**src/hw/rtl/aesctr_pkg.sv**
```systemverilog
package aesctr_pkg;

    localparam int unsigned BlkW = 128;
    localparam int unsigned WordW = 64;
    localparam int unsigned NumRounds = 10;
    localparam int unsigned CntW = 7;

    typedef logic [BlkW-1:0] t_block;
    typedef logic [3:0] t_round;

    // configuration register indexes
    typedef enum logic [0:0] {
        REG_KEY_LOW  = 1'b0,
        REG_KEY_HIGH = 1'b1
    } t_reg_idx;

    localparam logic KIND_SINGLE = 1'b0;
    localparam logic KIND_CTR    = 1'b1;

    // one classified request between the front and the back
    typedef struct packed {
        logic           kind;
        logic [WordW-1:0] word_lo;
        logic [WordW-1:0] word_hi;
        logic [CntW-1:0]  count;
    } t_job;

    function automatic logic [7:0] sbox(input logic [7:0] x);
        logic [7:0] t [256];
        t = '{
8'h63,8'h7c,8'h77,8'h7b,8'hf2,8'h6b,8'h6f,8'hc5,8'h30,8'h01,8'h67,8'h2b,8'hfe,8'hd7,8'hab,8'h76,
8'hca,8'h82,8'hc9,8'h7d,8'hfa,8'h59,8'h47,8'hf0,8'had,8'hd4,8'ha2,8'haf,8'h9c,8'ha4,8'h72,8'hc0,
8'hb7,8'hfd,8'h93,8'h26,8'h36,8'h3f,8'hf7,8'hcc,8'h34,8'ha5,8'he5,8'hf1,8'h71,8'hd8,8'h31,8'h15,
8'h04,8'hc7,8'h23,8'hc3,8'h18,8'h96,8'h05,8'h9a,8'h07,8'h12,8'h80,8'he2,8'heb,8'h27,8'hb2,8'h75,
8'h09,8'h83,8'h2c,8'h1a,8'h1b,8'h6e,8'h5a,8'ha0,8'h52,8'h3b,8'hd6,8'hb3,8'h29,8'he3,8'h2f,8'h84,
8'h53,8'hd1,8'h00,8'hed,8'h20,8'hfc,8'hb1,8'h5b,8'h6a,8'hcb,8'hbe,8'h39,8'h4a,8'h4c,8'h58,8'hcf,
8'hd0,8'hef,8'haa,8'hfb,8'h43,8'h4d,8'h33,8'h85,8'h45,8'hf9,8'h02,8'h7f,8'h50,8'h3c,8'h9f,8'ha8,
8'h51,8'ha3,8'h40,8'h8f,8'h92,8'h9d,8'h38,8'hf5,8'hbc,8'hb6,8'hda,8'h21,8'h10,8'hff,8'hf3,8'hd2,
8'hcd,8'h0c,8'h13,8'hec,8'h5f,8'h97,8'h44,8'h17,8'hc4,8'ha7,8'h7e,8'h3d,8'h64,8'h5d,8'h19,8'h73,
8'h60,8'h81,8'h4f,8'hdc,8'h22,8'h2a,8'h90,8'h88,8'h46,8'hee,8'hb8,8'h14,8'hde,8'h5e,8'h0b,8'hdb,
8'he0,8'h32,8'h3a,8'h0a,8'h49,8'h06,8'h24,8'h5c,8'hc2,8'hd3,8'hac,8'h62,8'h91,8'h95,8'he4,8'h79,
8'he7,8'hc8,8'h37,8'h6d,8'h8d,8'hd5,8'h4e,8'ha9,8'h6c,8'h56,8'hf4,8'hea,8'h65,8'h7a,8'hae,8'h08,
8'hba,8'h78,8'h25,8'h2e,8'h1c,8'ha6,8'hb4,8'hc6,8'he8,8'hdd,8'h74,8'h1f,8'h4b,8'hbd,8'h8b,8'h8a,
8'h70,8'h3e,8'hb5,8'h66,8'h48,8'h03,8'hf6,8'h0e,8'h61,8'h35,8'h57,8'hb9,8'h86,8'hc1,8'h1d,8'h9e,
8'he1,8'hf8,8'h98,8'h11,8'h69,8'hd9,8'h8e,8'h94,8'h9b,8'h1e,8'h87,8'he9,8'hce,8'h55,8'h28,8'hdf,
8'h8c,8'ha1,8'h89,8'h0d,8'hbf,8'he6,8'h42,8'h68,8'h41,8'h99,8'h2d,8'h0f,8'hb0,8'h54,8'hbb,8'h16};
        return t[x];
    endfunction

    function automatic logic [7:0] rcon(input t_round r);
        logic [7:0] v;
        case (r)
            4'd1: v = 8'h01;
            4'd2: v = 8'h02;
            4'd3: v = 8'h04;
            4'd4: v = 8'h08;
            4'd5: v = 8'h10;
            4'd6: v = 8'h20;
            4'd7: v = 8'h40;
            4'd8: v = 8'h80;
            4'd9: v = 8'h1b;
            4'd10: v = 8'h36;
            default: v = 8'h00;
        endcase
        return v;
    endfunction

    function automatic logic [7:0] xtime(input logic [7:0] x);
        return {x[6:0], 1'b0} ^ (x[7] ? 8'h1b : 8'h00);
    endfunction

    // next round key from the previous one, byte n at bits 8n
    function automatic t_block next_key(input t_block k, input t_round r);
        t_block o;
        logic [31:0] t;
        t = {sbox(k[103:96]), sbox(k[127:120]), sbox(k[119:112]),
             sbox(k[111:104]) ^ rcon(r)};
        o[31:0]   = k[31:0] ^ t;
        o[63:32]  = k[63:32] ^ o[31:0];
        o[95:64]  = k[95:64] ^ o[63:32];
        o[127:96] = k[127:96] ^ o[95:64];
        return o;
    endfunction

    // one full round; final round skips mix columns
    function automatic t_block aes_round(input t_block s, input t_block k, input logic fin);
        logic [7:0] b [16];
        logic [7:0] t [16];
        logic [7:0] a0, a1, a2, a3, al;
        t_block o;
        for (int n = 0; n < 16; n++) b[n] = sbox(s[8*n +: 8]);
        for (int c = 0; c < 4; c++)
            for (int w = 0; w < 4; w++) t[w + 4*c] = b[w + 4*((c + w) & 3)];
        for (int c = 0; c < 4; c++) begin
            a0 = t[4*c]; a1 = t[4*c+1]; a2 = t[4*c+2]; a3 = t[4*c+3];
            al = a0 ^ a1 ^ a2 ^ a3;
            if (fin) begin
                o[32*c +: 32] = {a3, a2, a1, a0};
            end else begin
                o[32*c +: 32] = {a3 ^ al ^ xtime(a3 ^ a0), a2 ^ al ^ xtime(a2 ^ a3),
                                 a1 ^ al ^ xtime(a1 ^ a2), a0 ^ al ^ xtime(a0 ^ a1)};
            end
        end
        return o ^ k;
    endfunction

endpackage

```
**src/hw/rtl/aesctr_front.sv**
```systemverilog
module aesctr_front (
    input  logic                i_clk,
    input  logic                i_rst_n,
    input  logic                i_push,
    output logic                o_full,
    input  logic                i_kind,
    input  logic [63:0]         i_plain_low,
    input  logic [63:0]         i_plain_high,
    input  logic [63:0]         i_base_index,
    input  logic [6:0]          i_block_count,
    output aesctr_pkg::t_job    o_job,
    output logic                o_valid,
    input  logic                i_take
);
    import aesctr_pkg::*;

    // two-entry job queue
    t_job   r_q [2];
    logic   r_wp, r_rp;
    logic [1:0] r_n;
    t_job   w_job;
    logic   w_push, w_pop;

    always_comb begin
        w_job.kind    = i_kind;
        w_job.word_lo = (i_kind == KIND_CTR) ? i_base_index : i_plain_low;
        w_job.word_hi = (i_kind == KIND_CTR) ? i_base_index : i_plain_high;
        w_job.count   = (i_kind == KIND_SINGLE) ? 7'd1 :
                        (i_block_count > 7'd64) ? 7'd64 : i_block_count;
    end

    assign o_full  = r_n[1];
    assign o_valid = (r_n != 2'd0);
    assign o_job   = r_q[r_rp];
    assign w_push  = i_push && !o_full && (w_job.count != '0);
    assign w_pop   = i_take && o_valid;

    always_ff @(posedge i_clk) begin
        if (!i_rst_n) begin
            r_wp <= 1'b0;
            r_rp <= 1'b0;
            r_n  <= '0;
        end else begin
            if (w_push) begin
                r_q[r_wp] <= w_job;
                r_wp <= ~r_wp;
            end
            if (w_pop) r_rp <= ~r_rp;
            r_n <= r_n + {1'b0, w_push} - {1'b0, w_pop};
        end
    end
endmodule
```
**config.mk**
```make
export PLATFORM = sky130hd
export DESIGN_NAME = aesctr_front
export DESIGN_NICKNAME = d
export VERILOG_FILES = /design/src/hw/rtl/aesctr_pkg.sv /design/src/hw/rtl/aesctr_front.sv
export SDC_FILE = /design/constraint.sdc
export NUM_CORES = 1
export LEC_CHECK = 0
export ABC_CLOCK_PERIOD_IN_PS = 14100
export BUFFER_PORTS_ARGS = -buffer_cell sky130_fd_sc_hd__buf_2
export CORE_ASPECT_RATIO = 0.9
export CORE_MARGIN = 1.5
export CORE_UTILIZATION = 52
export CTS_CLUSTER_SIZE = 40
export DETAILED_ROUTE_END_ITERATION = 10
export HOLD_SLACK_MARGIN = 0.05
export PLACE_DENSITY = 0.8
export SLEW_MARGIN = 20
export SYNTH_ARGS = -nofsm -noshare
export SYNTH_HDL_FRONTEND = slang
export SYNTH_SLANG_ARGS = --single-unit
```
**constraint.sdc**
```tcl
create_clock -name i_clk -period 14.1 [get_ports i_clk]
set_clock_uncertainty 0.1 [all_clocks]
set_input_delay 0.705 -clock i_clk [delete_from_list [all_inputs] [get_ports i_clk]]
set_output_delay 0.705 -clock i_clk [all_outputs]
set_load 0.03 [all_outputs]
```
Word level (Yosys, flattened, before mapping)

Memory sizes are Yosys's and may differ from the RTL's. A register that Yosys moved wholly into a read port is not among the register bits.
Cells that the tools add are included.
Widths: inputs -> output; s select.

Add/subtract/negate cells: 2
Magnitude comparators: 1
Mux-type cells: 9
Bitwise operators: 2
Reductions and logical operators: 6

Operators by type and width:

| kind               | number |
|---|---|
| $mux 64            | 2 |
| $mux 7             | 2 |
| $gt 7x7->1 const B | 1 |
| $reduce_bool 7->1  | 1 |
| $mux 1             | 5 |
| $logic_and 1x1->1  | 3 |
| $add 2x1->2        | 1 |
| $not 1->1          | 2 |
| $reduce_bool 2->1  | 1 |
| $sub 2x1->2        | 1 |
| $logic_not 1->1    | 1 |

Register bits after elaboration: 4
RAM bits: 272
Input port bits: 204
Output and inout bits: 138
Memories kept: 1

Memory list:

| memory | words | width | rd ports | clocked after memory_dff | wr ports | RTL line           | text |
|---|---|---|---|---|---|---|---|
| r_q    | 2     | 136   | 1        | 1                        | 1        | aesctr_front.sv:18 | `t_job r_q [2];` |

Logic depth before layout (Yosys ltp)

Depth in word-level cells: 8
Depth in mapped cells: 8

Least setup slack after synthesis

No wires, ideal clock.

Kind: input port to flip-flop
Start point: input i_kind
End point: memory r_q[1][0] in the netlist's numbering (enable)
Setup time: 0.799 ns
Data arrival time: 10.329 ns
Path slack: 2.873 ns
Stages on the path: 3
Path buffers: 0
Cell sequence: nor2b_4 a311o_1 nor3_1

Longest elaborated chain between the ends: 6

RTL lines:

| what                         | RTL line           | text |
|---|---|---|
| start, declared              | aesctr_front.sv:6  | `input logic i_kind,` |
| $mux 7                       | aesctr_front.sv:28 | `w_job.count = (i_kind == KIND_SINGLE) ? 7'd1 :` |
| $reduce_bool 7->1            | aesctr_front.sv:35 | `assign w_push = i_push && !o_full && (w_job.count != '0);` |
| $logic_and 1x1->1            | aesctr_front.sv:35 |  |
| $mux 1                       | aesctr_front.sv:44 | `if (w_push) begin` |
| $mux 1                       | aesctr_front.sv:39 | `if (!i_rst_n) begin` |
| $mux 1 (implied by the code) | aesctr_front.sv:45 | `r_q[r_wp] <= w_job;` |
| end, declared                | aesctr_front.sv:18 |  |

No other way between the ends.

==> flow_summary.ini <==
[setup_path]
r2r_start = r_n[1]
critPathKind = flip-flop to output port
worstRegToRegCells = 4
rrSetupSlack_ps = 11070
slowest_stage = buf_4
cp.required_ps = 13300
max_stage_delay_ps = 790
crit_fanout = 65
crit_chain = buf_4 -> mux2_2 -> buf_2
critPathArrivalTime_ps = 2530
r2r_end = r_q[0][49]
start_kind = flip-flop
worstSetupEndpointType = output port

[yosys]
yosysUniqueCellTypes = 22
synthAdderAreaFrac = 0.00214
ys_seq_area_frac = 0.706
muxShareOfSynthArea = 0.144
synth_compound_area_frac = 0.0566
synth_area_sq_um = 11700
synth_xor_xnor_area_share = 0.00150
synth_top_area_frac = 0.697
syn-num-nets = 1008
avgSynthCellArea_sq_um = 14.6
syn_inst = 802
synthSimpleGateAreaFrac = 0.0301
yosys.area.top_type = edfxtp_1
yosys_warnings = 0
synth_top_family_by_area = multiplexers
synth-seq-cells = 277
ys_top_cells_by_area = edfxtp_1, mux2_2, o21ai_0

[global_routing]
gr-total-overflow = 0
grt_pass1_vias = 7445
antenna_found_initial = 4
grt_pass1_wl_microns = 38100
grt_max_degree = 78
grt.total_usage = 0.208

[sta]
worst_slew_pin_slew_ps = 1030
drv_slew = 0
hold_viol_final = 0
rsz0062_at_grt = false
setup_violations = 0
layout_setup_ws_ps = 10760
fmax_mhz = 299
fin_crit_sh = 0.237
fin_crit_ps = 3340
finalSetupTns_ps = 0
slew_headroom = 0.313

[detailed_routing]
vias = 7342
detail-route-antenna-nets = 0
drtIter0Drc = 383
drt_wl_total_microns = 24900
drc_errors = 0
first_pass_iters = 5
viasPerCell = 5.03
wl_per_cell_microns = 17.1

[clocking]
cts_buffers = 28
postCtsSetupBuffers = 0
clockBufferDepth = 3
clock_sinks = 277
clk-insertion-delay-late_ps = 530
cts_resized = 0
h-tree-depth = 1
cts-hold-fix-buffers = 0
cts_tree = yes
cts-root-buf = clkbuf_16
clkSlewWorstSetupHoldPaths_ps = 60

[min_path]
hold_depth = 2
hold_path_class = input port to flip-flop
holdCritStartpoint = i_rst_n
min_to = r_n[0]

[power_and_ir_drop]
p_leak_nw = 6.12
powerDensity_nw_per_um2 = 172
ir_drop_mv = 0.109

[layout]
area_growth_pct = 24.2
drive_gt1_frac = 0.455
num-fill-cells = 1575
multi_input_area_sq_um = 2760
layout_commonest_cell = buf_2
regArea_sq_um = 8270
final_nets = 1351
final_cell_mix = buf_2, edfxtp_1, inv_1

[floorplan]
start_util = 0.535
die_h_microns = 145
coreArea_sq_um = 21900
die_x_microns = 161
rows = 51
pin_count = 342
die_area_sq_um = 23400

[placed_design]
io_buffer_count = 341
dp_slack_ps = 10210
gp_congestion = 0.823
place_hpwl_microns = 16800

[flow_run]
drv_cap = 0

[run_status]
status = finished clean
[state kept, by name, indices dropped and copies added (netlist names), named ones only]
name and flops:
r_n 2, r_rp 1, r_wp 1, r_q 272
[routing by layer]
metal | up-vias | track usage | wire length (microns)
met1 | 3433 | 0.247 | 9700
met5 | - | 0 | 0
met4 | 0 | 0.0870 | 1050
met2 | 317 | 0.361 | 12300
met3 | 63 | 0.0527 | 1900
li1 | 3529 | - | -
[worst max path at each step]
stage                         start  depth (start not counted)  slack (ps)           to
after detailed placement     i_kind                          6       10210   r_q[0][50]
after global routing         i_kind                          6       10600    r_q[0][4]
final                     flip-flop                          3       10760    o_job[38]
after CTS                 flip-flop                          3       10730    o_job[38]
after global placement       i_kind                          6       10250  r_q[0][122]
after floorplan              i_kind                          3        2870    r_q[1][0]
[kinds of logic (layout without fill, tap and decap cells)]
family / count (synthesis) / after routing
adders and majority gates: 2 / 2
muxes: 137 / 137
other: 0 / 3
buffers and inverters: 169 / 532
and+or+nand+nor: 84 / 84
DFF: 277 / 277
AOI/OAI and AO/OA: 131 / 131
xor gates and xnor gates: 2 / 2
[metrics by stage]
stage / hold WS [ps] / cell area, sq um / total power [W] / instances / utilization
3_5_place_dp: 362 / 13700 / 0.00183 / 1406 / 0.624
2_1_floorplan: 338 / 11700 / 0.00164 / 802 / -
4_1_cts: 310 / 14500 / 0.00253 / 1456 / 0.664
6_report: 332 / 14600 / 0.00251 / 1459 / 0.665
5_1_grt: 320 / 14500 / 0.00261 / 1458 / 0.665
3_3_place_gp: 351 / 13700 / 0.00182 / 1406 / 0.624
[report_power, final]
group / switching (W) / internal, W / leakage [nW]
Combinational: 0.000491 / 0.000277 / 3.14
Clock: 0.000293 / 0.000410 / 0.434
Sequential: 0.0000282 / 0.00101 / 2.55
Total: 0.000813 / 0.00169 / 6.12
[Yosys cell counts]
library cell and number:
a311o_1 1, and2_1 8, buf_2 19, buf_6 5
clkbuf_1 12, dfxtp_1 5, edfxtp_1 272, ha_1 2
inv_1 133, mux2_2 96, mux2_4 40, mux2i_1 1
nand2_1 66, nor2_1 5, nor2b_4 1, nor3_1 2
nor4_1 1, o21a_1 1, o21ai_0 129, or2_2 1
xnor2_1 1, xor2_1 1
[final cells by class]
class,count,share of cell area
sequential,277,0.568
multi-input combinational,356,0.190
timing repair buffer,349,0.122
clock buffer,32,0.0506
inverter,133,0.0343
tap,291,0.0250
clock inverter,18,0.00963
antenna,3,0.000516
[worst max-delay path, delay by kind of cell (launching register included)]
family,cells,cell delay (ps)
muxes,1,450
buffers and inverters,2,980
DFF,1,520
No activity file was read; power rests on OpenSTA's default activity.
