--- config.mk ---
export PLATFORM = sky130hd
export DESIGN_NAME = aesctr_keys
export DESIGN_NICKNAME = d
export VERILOG_FILES = /design/src/hw/rtl/aesctr_pkg.sv /design/src/hw/rtl/aesctr_keys.sv
export SDC_FILE = /design/constraint.sdc
export NUM_CORES = 2
export LEC_CHECK = 0
export CORE_ASPECT_RATIO = 0.8
export CORE_MARGIN = 4
export CORE_UTILIZATION = 30
export CTS_BUF_LIST = sky130_fd_sc_hd__clkbuf_8
export CTS_CLUSTER_DIAMETER = 30
export DETAILED_ROUTE_END_ITERATION = 6
export DONT_BUFFER_PORTS = 1
export SETUP_SLACK_MARGIN = 0.15
export SYNTH_ARGS = -nofsm -noshare
export SYNTH_HDL_FRONTEND = slang
export SYNTH_SLANG_ARGS = --single-unit
--- constraint.sdc ---
create_clock -name i_clk -period 40 [get_ports i_clk]
set_clock_uncertainty 0.2 [all_clocks]
set_input_delay 8 -clock i_clk [delete_from_list [all_inputs] [get_ports i_clk]]
set_output_delay 8 -clock i_clk [all_outputs]
set_load 0.02 [all_outputs]
--- src/hw/rtl/aesctr_pkg.sv ---
package aesctr_pkg;

    localparam int unsigned BlkW = 128;
    localparam int unsigned WordW = 64;
    localparam int unsigned NumRounds = 10;
    localparam int unsigned CntW = 7;

    typedef logic [BlkW-1:0] t_block;
    typedef logic [3:0] t_round;

    // configuration register indexes
    typedef enum logic [0:0] {
        REG_KEY_LOW  = 1'b0,
        REG_KEY_HIGH = 1'b1
    } t_reg_idx;

    localparam logic KIND_SINGLE = 1'b0;
    localparam logic KIND_CTR    = 1'b1;

    // one classified request between the front and the back
    typedef struct packed {
        logic           kind;
        logic [WordW-1:0] word_lo;
        logic [WordW-1:0] word_hi;
        logic [CntW-1:0]  count;
    } t_job;

    function automatic logic [7:0] sbox(input logic [7:0] x);
        logic [7:0] t [256];
        t = '{
8'h63,8'h7c,8'h77,8'h7b,8'hf2,8'h6b,8'h6f,8'hc5,8'h30,8'h01,8'h67,8'h2b,8'hfe,8'hd7,8'hab,8'h76,
8'hca,8'h82,8'hc9,8'h7d,8'hfa,8'h59,8'h47,8'hf0,8'had,8'hd4,8'ha2,8'haf,8'h9c,8'ha4,8'h72,8'hc0,
8'hb7,8'hfd,8'h93,8'h26,8'h36,8'h3f,8'hf7,8'hcc,8'h34,8'ha5,8'he5,8'hf1,8'h71,8'hd8,8'h31,8'h15,
8'h04,8'hc7,8'h23,8'hc3,8'h18,8'h96,8'h05,8'h9a,8'h07,8'h12,8'h80,8'he2,8'heb,8'h27,8'hb2,8'h75,
8'h09,8'h83,8'h2c,8'h1a,8'h1b,8'h6e,8'h5a,8'ha0,8'h52,8'h3b,8'hd6,8'hb3,8'h29,8'he3,8'h2f,8'h84,
8'h53,8'hd1,8'h00,8'hed,8'h20,8'hfc,8'hb1,8'h5b,8'h6a,8'hcb,8'hbe,8'h39,8'h4a,8'h4c,8'h58,8'hcf,
8'hd0,8'hef,8'haa,8'hfb,8'h43,8'h4d,8'h33,8'h85,8'h45,8'hf9,8'h02,8'h7f,8'h50,8'h3c,8'h9f,8'ha8,
8'h51,8'ha3,8'h40,8'h8f,8'h92,8'h9d,8'h38,8'hf5,8'hbc,8'hb6,8'hda,8'h21,8'h10,8'hff,8'hf3,8'hd2,
8'hcd,8'h0c,8'h13,8'hec,8'h5f,8'h97,8'h44,8'h17,8'hc4,8'ha7,8'h7e,8'h3d,8'h64,8'h5d,8'h19,8'h73,
8'h60,8'h81,8'h4f,8'hdc,8'h22,8'h2a,8'h90,8'h88,8'h46,8'hee,8'hb8,8'h14,8'hde,8'h5e,8'h0b,8'hdb,
8'he0,8'h32,8'h3a,8'h0a,8'h49,8'h06,8'h24,8'h5c,8'hc2,8'hd3,8'hac,8'h62,8'h91,8'h95,8'he4,8'h79,
8'he7,8'hc8,8'h37,8'h6d,8'h8d,8'hd5,8'h4e,8'ha9,8'h6c,8'h56,8'hf4,8'hea,8'h65,8'h7a,8'hae,8'h08,
8'hba,8'h78,8'h25,8'h2e,8'h1c,8'ha6,8'hb4,8'hc6,8'he8,8'hdd,8'h74,8'h1f,8'h4b,8'hbd,8'h8b,8'h8a,
8'h70,8'h3e,8'hb5,8'h66,8'h48,8'h03,8'hf6,8'h0e,8'h61,8'h35,8'h57,8'hb9,8'h86,8'hc1,8'h1d,8'h9e,
8'he1,8'hf8,8'h98,8'h11,8'h69,8'hd9,8'h8e,8'h94,8'h9b,8'h1e,8'h87,8'he9,8'hce,8'h55,8'h28,8'hdf,
8'h8c,8'ha1,8'h89,8'h0d,8'hbf,8'he6,8'h42,8'h68,8'h41,8'h99,8'h2d,8'h0f,8'hb0,8'h54,8'hbb,8'h16};
        return t[x];
    endfunction

    function automatic logic [7:0] rcon(input t_round r);
        logic [7:0] v;
        case (r)
            4'd1: v = 8'h01;
            4'd2: v = 8'h02;
            4'd3: v = 8'h04;
            4'd4: v = 8'h08;
            4'd5: v = 8'h10;
            4'd6: v = 8'h20;
            4'd7: v = 8'h40;
            4'd8: v = 8'h80;
            4'd9: v = 8'h1b;
            4'd10: v = 8'h36;
            default: v = 8'h00;
        endcase
        return v;
    endfunction

    function automatic logic [7:0] xtime(input logic [7:0] x);
        return {x[6:0], 1'b0} ^ (x[7] ? 8'h1b : 8'h00);
    endfunction

    // next round key from the previous one, byte n at bits 8n
    function automatic t_block next_key(input t_block k, input t_round r);
        t_block o;
        logic [31:0] t;
        t = {sbox(k[103:96]), sbox(k[127:120]), sbox(k[119:112]),
             sbox(k[111:104]) ^ rcon(r)};
        o[31:0]   = k[31:0] ^ t;
        o[63:32]  = k[63:32] ^ o[31:0];
        o[95:64]  = k[95:64] ^ o[63:32];
        o[127:96] = k[127:96] ^ o[95:64];
        return o;
    endfunction

    // one full round; final round skips mix columns
    function automatic t_block aes_round(input t_block s, input t_block k, input logic fin);
        logic [7:0] b [16];
        logic [7:0] t [16];
        logic [7:0] a0, a1, a2, a3, al;
        t_block o;
        for (int n = 0; n < 16; n++) b[n] = sbox(s[8*n +: 8]);
        for (int c = 0; c < 4; c++)
            for (int w = 0; w < 4; w++) t[w + 4*c] = b[w + 4*((c + w) & 3)];
        for (int c = 0; c < 4; c++) begin
            a0 = t[4*c]; a1 = t[4*c+1]; a2 = t[4*c+2]; a3 = t[4*c+3];
            al = a0 ^ a1 ^ a2 ^ a3;
            if (fin) begin
                o[32*c +: 32] = {a3, a2, a1, a0};
            end else begin
                o[32*c +: 32] = {a3 ^ al ^ xtime(a3 ^ a0), a2 ^ al ^ xtime(a2 ^ a3),
                                 a1 ^ al ^ xtime(a1 ^ a2), a0 ^ al ^ xtime(a0 ^ a1)};
            end
        end
        return o ^ k;
    endfunction

endpackage

--- src/hw/rtl/aesctr_keys.sv ---
module aesctr_keys (
    input  logic                  i_clk,
    input  logic                  i_rst_n,
    input  logic                  i_we,
    input  logic                  i_idx,
    input  logic [63:0]           i_data,
    input  aesctr_pkg::t_round    i_rd_round,
    output aesctr_pkg::t_block    o_rd_key,
    output logic                  o_busy
);
    import aesctr_pkg::*;

    // round key store, filled one round per cycle after a key write
    t_block r_store [NumRounds+1];
    t_block r_key;
    t_block r_work;
    t_round r_cnt;
    logic   r_busy;
    logic   r_seeded;

    always_ff @(posedge i_clk) begin
        if (!i_rst_n) begin
            r_key    <= '0;
            r_cnt    <= '0;
            r_busy   <= 1'b1;
            r_seeded <= 1'b0;
        end else begin
            if (i_we) begin
                if (i_idx == REG_KEY_LOW) r_key[63:0] <= i_data;
                else r_key[127:64] <= i_data;
                r_busy   <= 1'b1;
                r_seeded <= 1'b0;
                r_cnt    <= '0;
            end else if (r_busy) begin
                if (!r_seeded) begin
                    r_store[0] <= r_key;
                    r_work     <= r_key;
                    r_seeded   <= 1'b1;
                    r_cnt      <= 4'd1;
                end else begin
                    r_work         <= next_key(r_work, r_cnt);
                    r_store[r_cnt] <= next_key(r_work, r_cnt);
                    if (r_cnt == t_round'(NumRounds)) r_busy <= 1'b0;
                    r_cnt <= r_cnt + 4'd1;
                end
            end
        end
    end

    assign o_rd_key = r_store[i_rd_round];
    assign o_busy   = r_busy;
endmodule

Word level (Yosys, flattened, before mapping)

Memory sizes are Yosys's and may differ from the RTL's. A register that Yosys moved wholly into a read port is not among the register bits.
Index checks and enable logic that the tools add are counted.

ROM bits: 8,448
Register bits after elaboration: 262
Memories kept: 7
Bits in writable memories: 1,408
Logic and storage cells: 79
Input port bits: 72
Output and inout port bits: 129

Memories:

| name            | depth | width | rd ports | clocked after Yosys merged registers in | wr ports | RTL line          | text |
|---|---|---|---|---|---|---|---|
| (no name shown) | 256   | 8     | 1        | 0                                       | 0        | aesctr_pkg.sv:47  | `return t[x];` |
| (no name shown) | 256   | 8     | 1        | 0                                       | 0        | aesctr_pkg.sv:47  |  |
| (no name shown) | 256   | 8     | 1        | 0                                       | 0        | aesctr_pkg.sv:47  |  |
| (no name shown) | 256   | 8     | 1        | 0                                       | 0        | aesctr_pkg.sv:47  |  |
| r_store         | 11    | 128   | 1        | 0                                       | 1        | aesctr_keys.sv:14 | `t_block r_store [NumRounds+1];` |
| (no name shown) | 16    | 8     | 1        | 1                                       | 0        | aesctr_pkg.sv:52  | `case (r)` |
| +1 memories     | --    | --    | --       | --                                      | --       | --                |  |

Equality and inequality tests: 1
Order comparisons: 4
Bitwise gates (word level): 17
Add/subtract/negate cells: 1
Reduce and logical (&&, ||, !) cells: 5
Mux-type cells: 38

Operators by type and width:

| operator                                                       | count |
|---|---|
| 128-bit 2-to-1 mux                                             | 2 |
| 32-bit XOR                                                     | 8 |
| 8-bit 2-to-1 mux                                               | 16 |
| 128-bit OR reduction                                           | 1 |
| 9-bit greater-or-equal comparator (second input constant)      | 4 |
| 8-bit NOT with 9-bit output                                    | 4 |
| 4-bit 2-to-1 mux                                               | 6 |
| 8-bit XOR                                                      | 2 |
| 1-bit 2-to-1 mux                                               | 14 |
| 4-bit by 1-bit adder with 4-bit output (second input constant) | 1 |
| 4-bit == test (second input constant)                          | 1 |
| 2-bit AND reduction                                            | 2 |
| 1-bit NOT                                                      | 3 |
| 3-bit AND reduction                                            | 1 |
| 2-bit OR reduction                                             | 1 |

Logic depth before layout (Yosys ltp)

Depth in word-level cells: 10
Gate-level depth with buffers: 15

Worst setup path before layout

Ideal clock, no wire load.

Kind: input to register
Start point: in i_rst_n
End point: mem r_store[1][0] in the netlist's numbering, enable pin
Cell stages on the path: 6
Arrival time: 24,132 ps
Path slack: 14,739 ps
Data required time: 38,871 ps
Library setup time: 929 ps
Path through: nor2b_1 and2_1 nand2_1 clkbuf_1 clkbuf_1 nor4_1

Cells in the longest elaborated chain, start to end: 4
Elaborated cells between the ends (all ways): 7
Classes of those cells: mux (6); reduce/logical (1)

RTL lines:

| item                                                           | RTL line          | text |
|---|---|---|
| from (decl)                                                    | aesctr_keys.sv:3  | `input logic i_rst_n,` |
| 1-bit 2-to-1 mux                                               | aesctr_keys.sv:22 | `if (!i_rst_n) begin` |
| 1-bit 2-to-1 mux (implied by the code)                         | aesctr_keys.sv:42 | `r_store[r_cnt] <= next_key(r_work, r_cnt);` |
| 128-bit OR reduction (no line)                                 | --                |  |
| 4-bit 2-to-1 mux (no line) or 1-bit 2-to-1 mux (tied branches) | --                |  |
| to (decl)                                                      | aesctr_keys.sv:14 |  |

Several ways; a longest one is shown, not always the timed one.

Worst setup path after layout

Start point: in i_rd_round[0]
End point: out o_rd_key[100]

Cells in the longest elaborated chain, start to end: 1

RTL lines:

| item                     | RTL line         | text |
|---|---|---|
| from (decl)              | aesctr_keys.sv:7 | `input aesctr_pkg::t_round i_rd_round,` |
| memory read 11 x 128 bit | --               |  |
| to (decl)                | aesctr_keys.sv:8 | `output aesctr_pkg::t_block o_rd_key,` |

Every way passes these cells.

==> qor.yml <==
status: "finished, violations left"
violations: "design-rule violations"
synth_area_leader_cell: "edfxtp_1"
holdBufCountCts: 0
overflow: 0
stdcell_count: 9580
relSlewSlack: 0.07717
use_met1: 0.2711
synthFlopType: "edfxtp_1"
cts_tree: "done"
cpPeakStageDelay_ps: 810
leakage_nw: 29.39
core_area_sq_mm: 0.2682
netlist_top_cells_area: "edfxtp_1 57%, mux4_2 11%, dfxtp_1 3.5%, mux2_2 3.1%, nand2_1 2.7%"
final_area_sq_mm: 0.09061
die_h_um: 472.3
drt_wl_total_um: 272800
fin_crit_ps: 18160
crit_family: "multiplexers"
multi_input_area_sq_mm: 0.02978
startpoint_type: "input port"
clock_path_buffers: 4
grtUsageTotal: 0.1885
yosysSeqAreaShare: 0.6057
post_synth.cell_area_avg_sq_um: 14.13
drv_slew: 0
yosys_warnings: 0
critPathMostFrequentCell: "mux4_2"
io_buffers: 0
syn_area_sq_mm: 0.08085
clkSlewWorstSetupHoldPaths_ps: 60
fin_total_pwr_mw: 4.060
placed_area_sq_mm: 0.08469
hold_path_class: "reg2reg"
post_cts_resized: 0
cts_max_level: 5
first_pass_iters: 7
fin_util: 0.3378
cts_root_buf: "clkbuf_8"
worstSetupPathType: "in2out"
synthDominantCellAreaShare: 0.5705
pre_cts_slack_ps: 22330
rsz0062_at_grt: "no"
ys_async_sr_fraction: 0
timing.final.crit_share: 0.4539
p_per_area_mw_per_mm2: 44.81
crit_chain: "mux4_2 > mux4_2"
drive_above_1_share: 0.2149
setup_viol: 0
crit_path_end_kind: "output pin"
synth.most_common_cell: "edfxtp_1"
ir_drop_uv: 40.84
synth_nets: 5860
synth_commonest_cells: "1536 x edfxtp_1, 588 x nand2_1, 410 x mux4_2"
cts_setup_buffers: 0
clock-sinks: 1678
antenna_found_initial: 37
final_net_count: 5822
routabilityCongestion: 0.9764
syn2layout_area_growth_pct: 12.07
tightest_slew_ps: 1366
io_pins: 201
path_max_fanout: 384
timing.fmax_mhz: 55.08
wl_per_cell_um: 28.48
netlist_instances: 5722
cp_data_arrival_time_ps: 9960
drt-initial-drc-count: 7707
grt_max_degree: 385
worst_slack_ps: 21840
ys_ff_latch: 1678
cp.required_ps: 31800
grt_pass1_wl_um: 386600
initial_core_util: 0.3014
crit_buf_inv: 0
rows: 170
drv_cap: 0
fin_tns_setup_ps: 0
dp_hpwl_um: 167600
dp.cells: 9013
die_x_um: 588.4
hold_viol_final: 0
design.die.area_sq_mm: 0.2779
ys_types: 95
drc: 2
fillers: 25880
met3_usage: 0.05214
clock_latency_ps: 900
first_global_vias: 51648
vias: 53936
hold-worst-slack_ps: 276.9
crit_path_top_delay_cell: "mux4_2"
cts_buffers: 281
busiest_layer: "met1"
synth_edf_count: 1536
antenna_left: 0
use_met2: 0.2677
final-seq-area_sq_mm: 0.04897
viasPerCell: 5.630
[area by class of cell]
cell class,instances,share of cell area
Antenna cell,62,0.001712
Clock buffer,294,0.04466
Clock inverter,211,0.01895
Inverter,55,0.002278
Multi-Input combinational cell,3513,0.3287
Sequential cell,1678,0.5405
Tap cell,3612,0.04988
Timing Repair Buffer,155,0.01339
[registers in the layout, indices dropped and copies added, names as in the netlist, named ones only]
register	flops
r_seeded	1
r_key	128
r_cnt	4
o_busy	1
r_work	128
r_store	1408
[worst min-delay path, stage by stage (launching register included)]
cell and delay, ps:
dfxtp_1 320, nand2_1 50, a21boi_0 60
[routing by layer]
layer / share of wire / wire length [um] / vias up
met1: 0.42 / 115900 / 27801
met2: 0.43 / 117100 / 3109
li1: - / - / 22516
met4: 0.036 / 9728 / 0
met3: 0.11 / 30160 / 510
met5: 0 / 0 / -
[cells by family (layout without fill, tap and decap cells)]
group / count (synthesis) / count (layout) / synth area share
simple gates: 1405 / 1405 / 0.08288
flops: 1678 / 1678 / 0.6057
mux: 668 / 668 / 0.1497
buf+inv: 531 / 715 / 0.02758
xor+xnor: 174 / 174 / 0.02260
other cells: 0 / 62 / 0
fa+ha+maj: 66 / 66 / 0.01021
compound gates: 1200 / 1200 / 0.1014
[path summary, 6_finish.rpt]
| path | from | endpoint | slack (ps) | cells after the start |
|---|---|---|---|---|
| max reg2reg | r_work[112]$_DFFE_PP_ | r_store[0][107]$_DFFE_PP_ | 33700 | 13 |
| max | i_rd_round[0] | o_rd_key[100] | 21840 | 2 |
| min | r_key[113]$_SDFFE_PN0P_ | r_key[113]$_SDFFE_PN0P_ | 280 | 2 |
| min reg2reg | r_key[113]$_SDFFE_PN0P_ | r_key[113]$_SDFFE_PN0P_ | 280 | 2 |
[power by group]
group	internal [mW]	switching, mW
registers	1.95	0.0135
clock network	0.866	0.722
logic	0.178	0.331
[cell usage in the layout (no fill, tap or decap), types with 19 or more instances in the layout]
cell type	n
edfxtp_1	1536
nand2_1	586
mux4_2	410
clkbuf_8	294
a21oi_1	248
mux2_2	226
o21ai_0	219
nor2_1	219
buf_4	151
dfxtp_1	141
a21boi_0	140
inv_1	111
nand3_1	106
xnor2_1	105
nor2b_1	93
nand2b_1	92
ha_1	66
nor3_1	64
diode_2	62
clkinv_1	53
a31oi_1	48
o311ai_0	48
o211ai_1	48
a211oi_1	46
xor2_1	43
a311oi_1	43
clkinv_2	38
and2_1	36
o31ai_1	33
a221oi_1	32
mux2i_1	32
or3_1	31
and3_1	28
bufinv_16	27
o21ai_1	25
nor3b_1	23
clkinvlp_4	22
o22ai_1	21
or2_2	20
nand4_1	19
(Power assumes the default switching activity.)
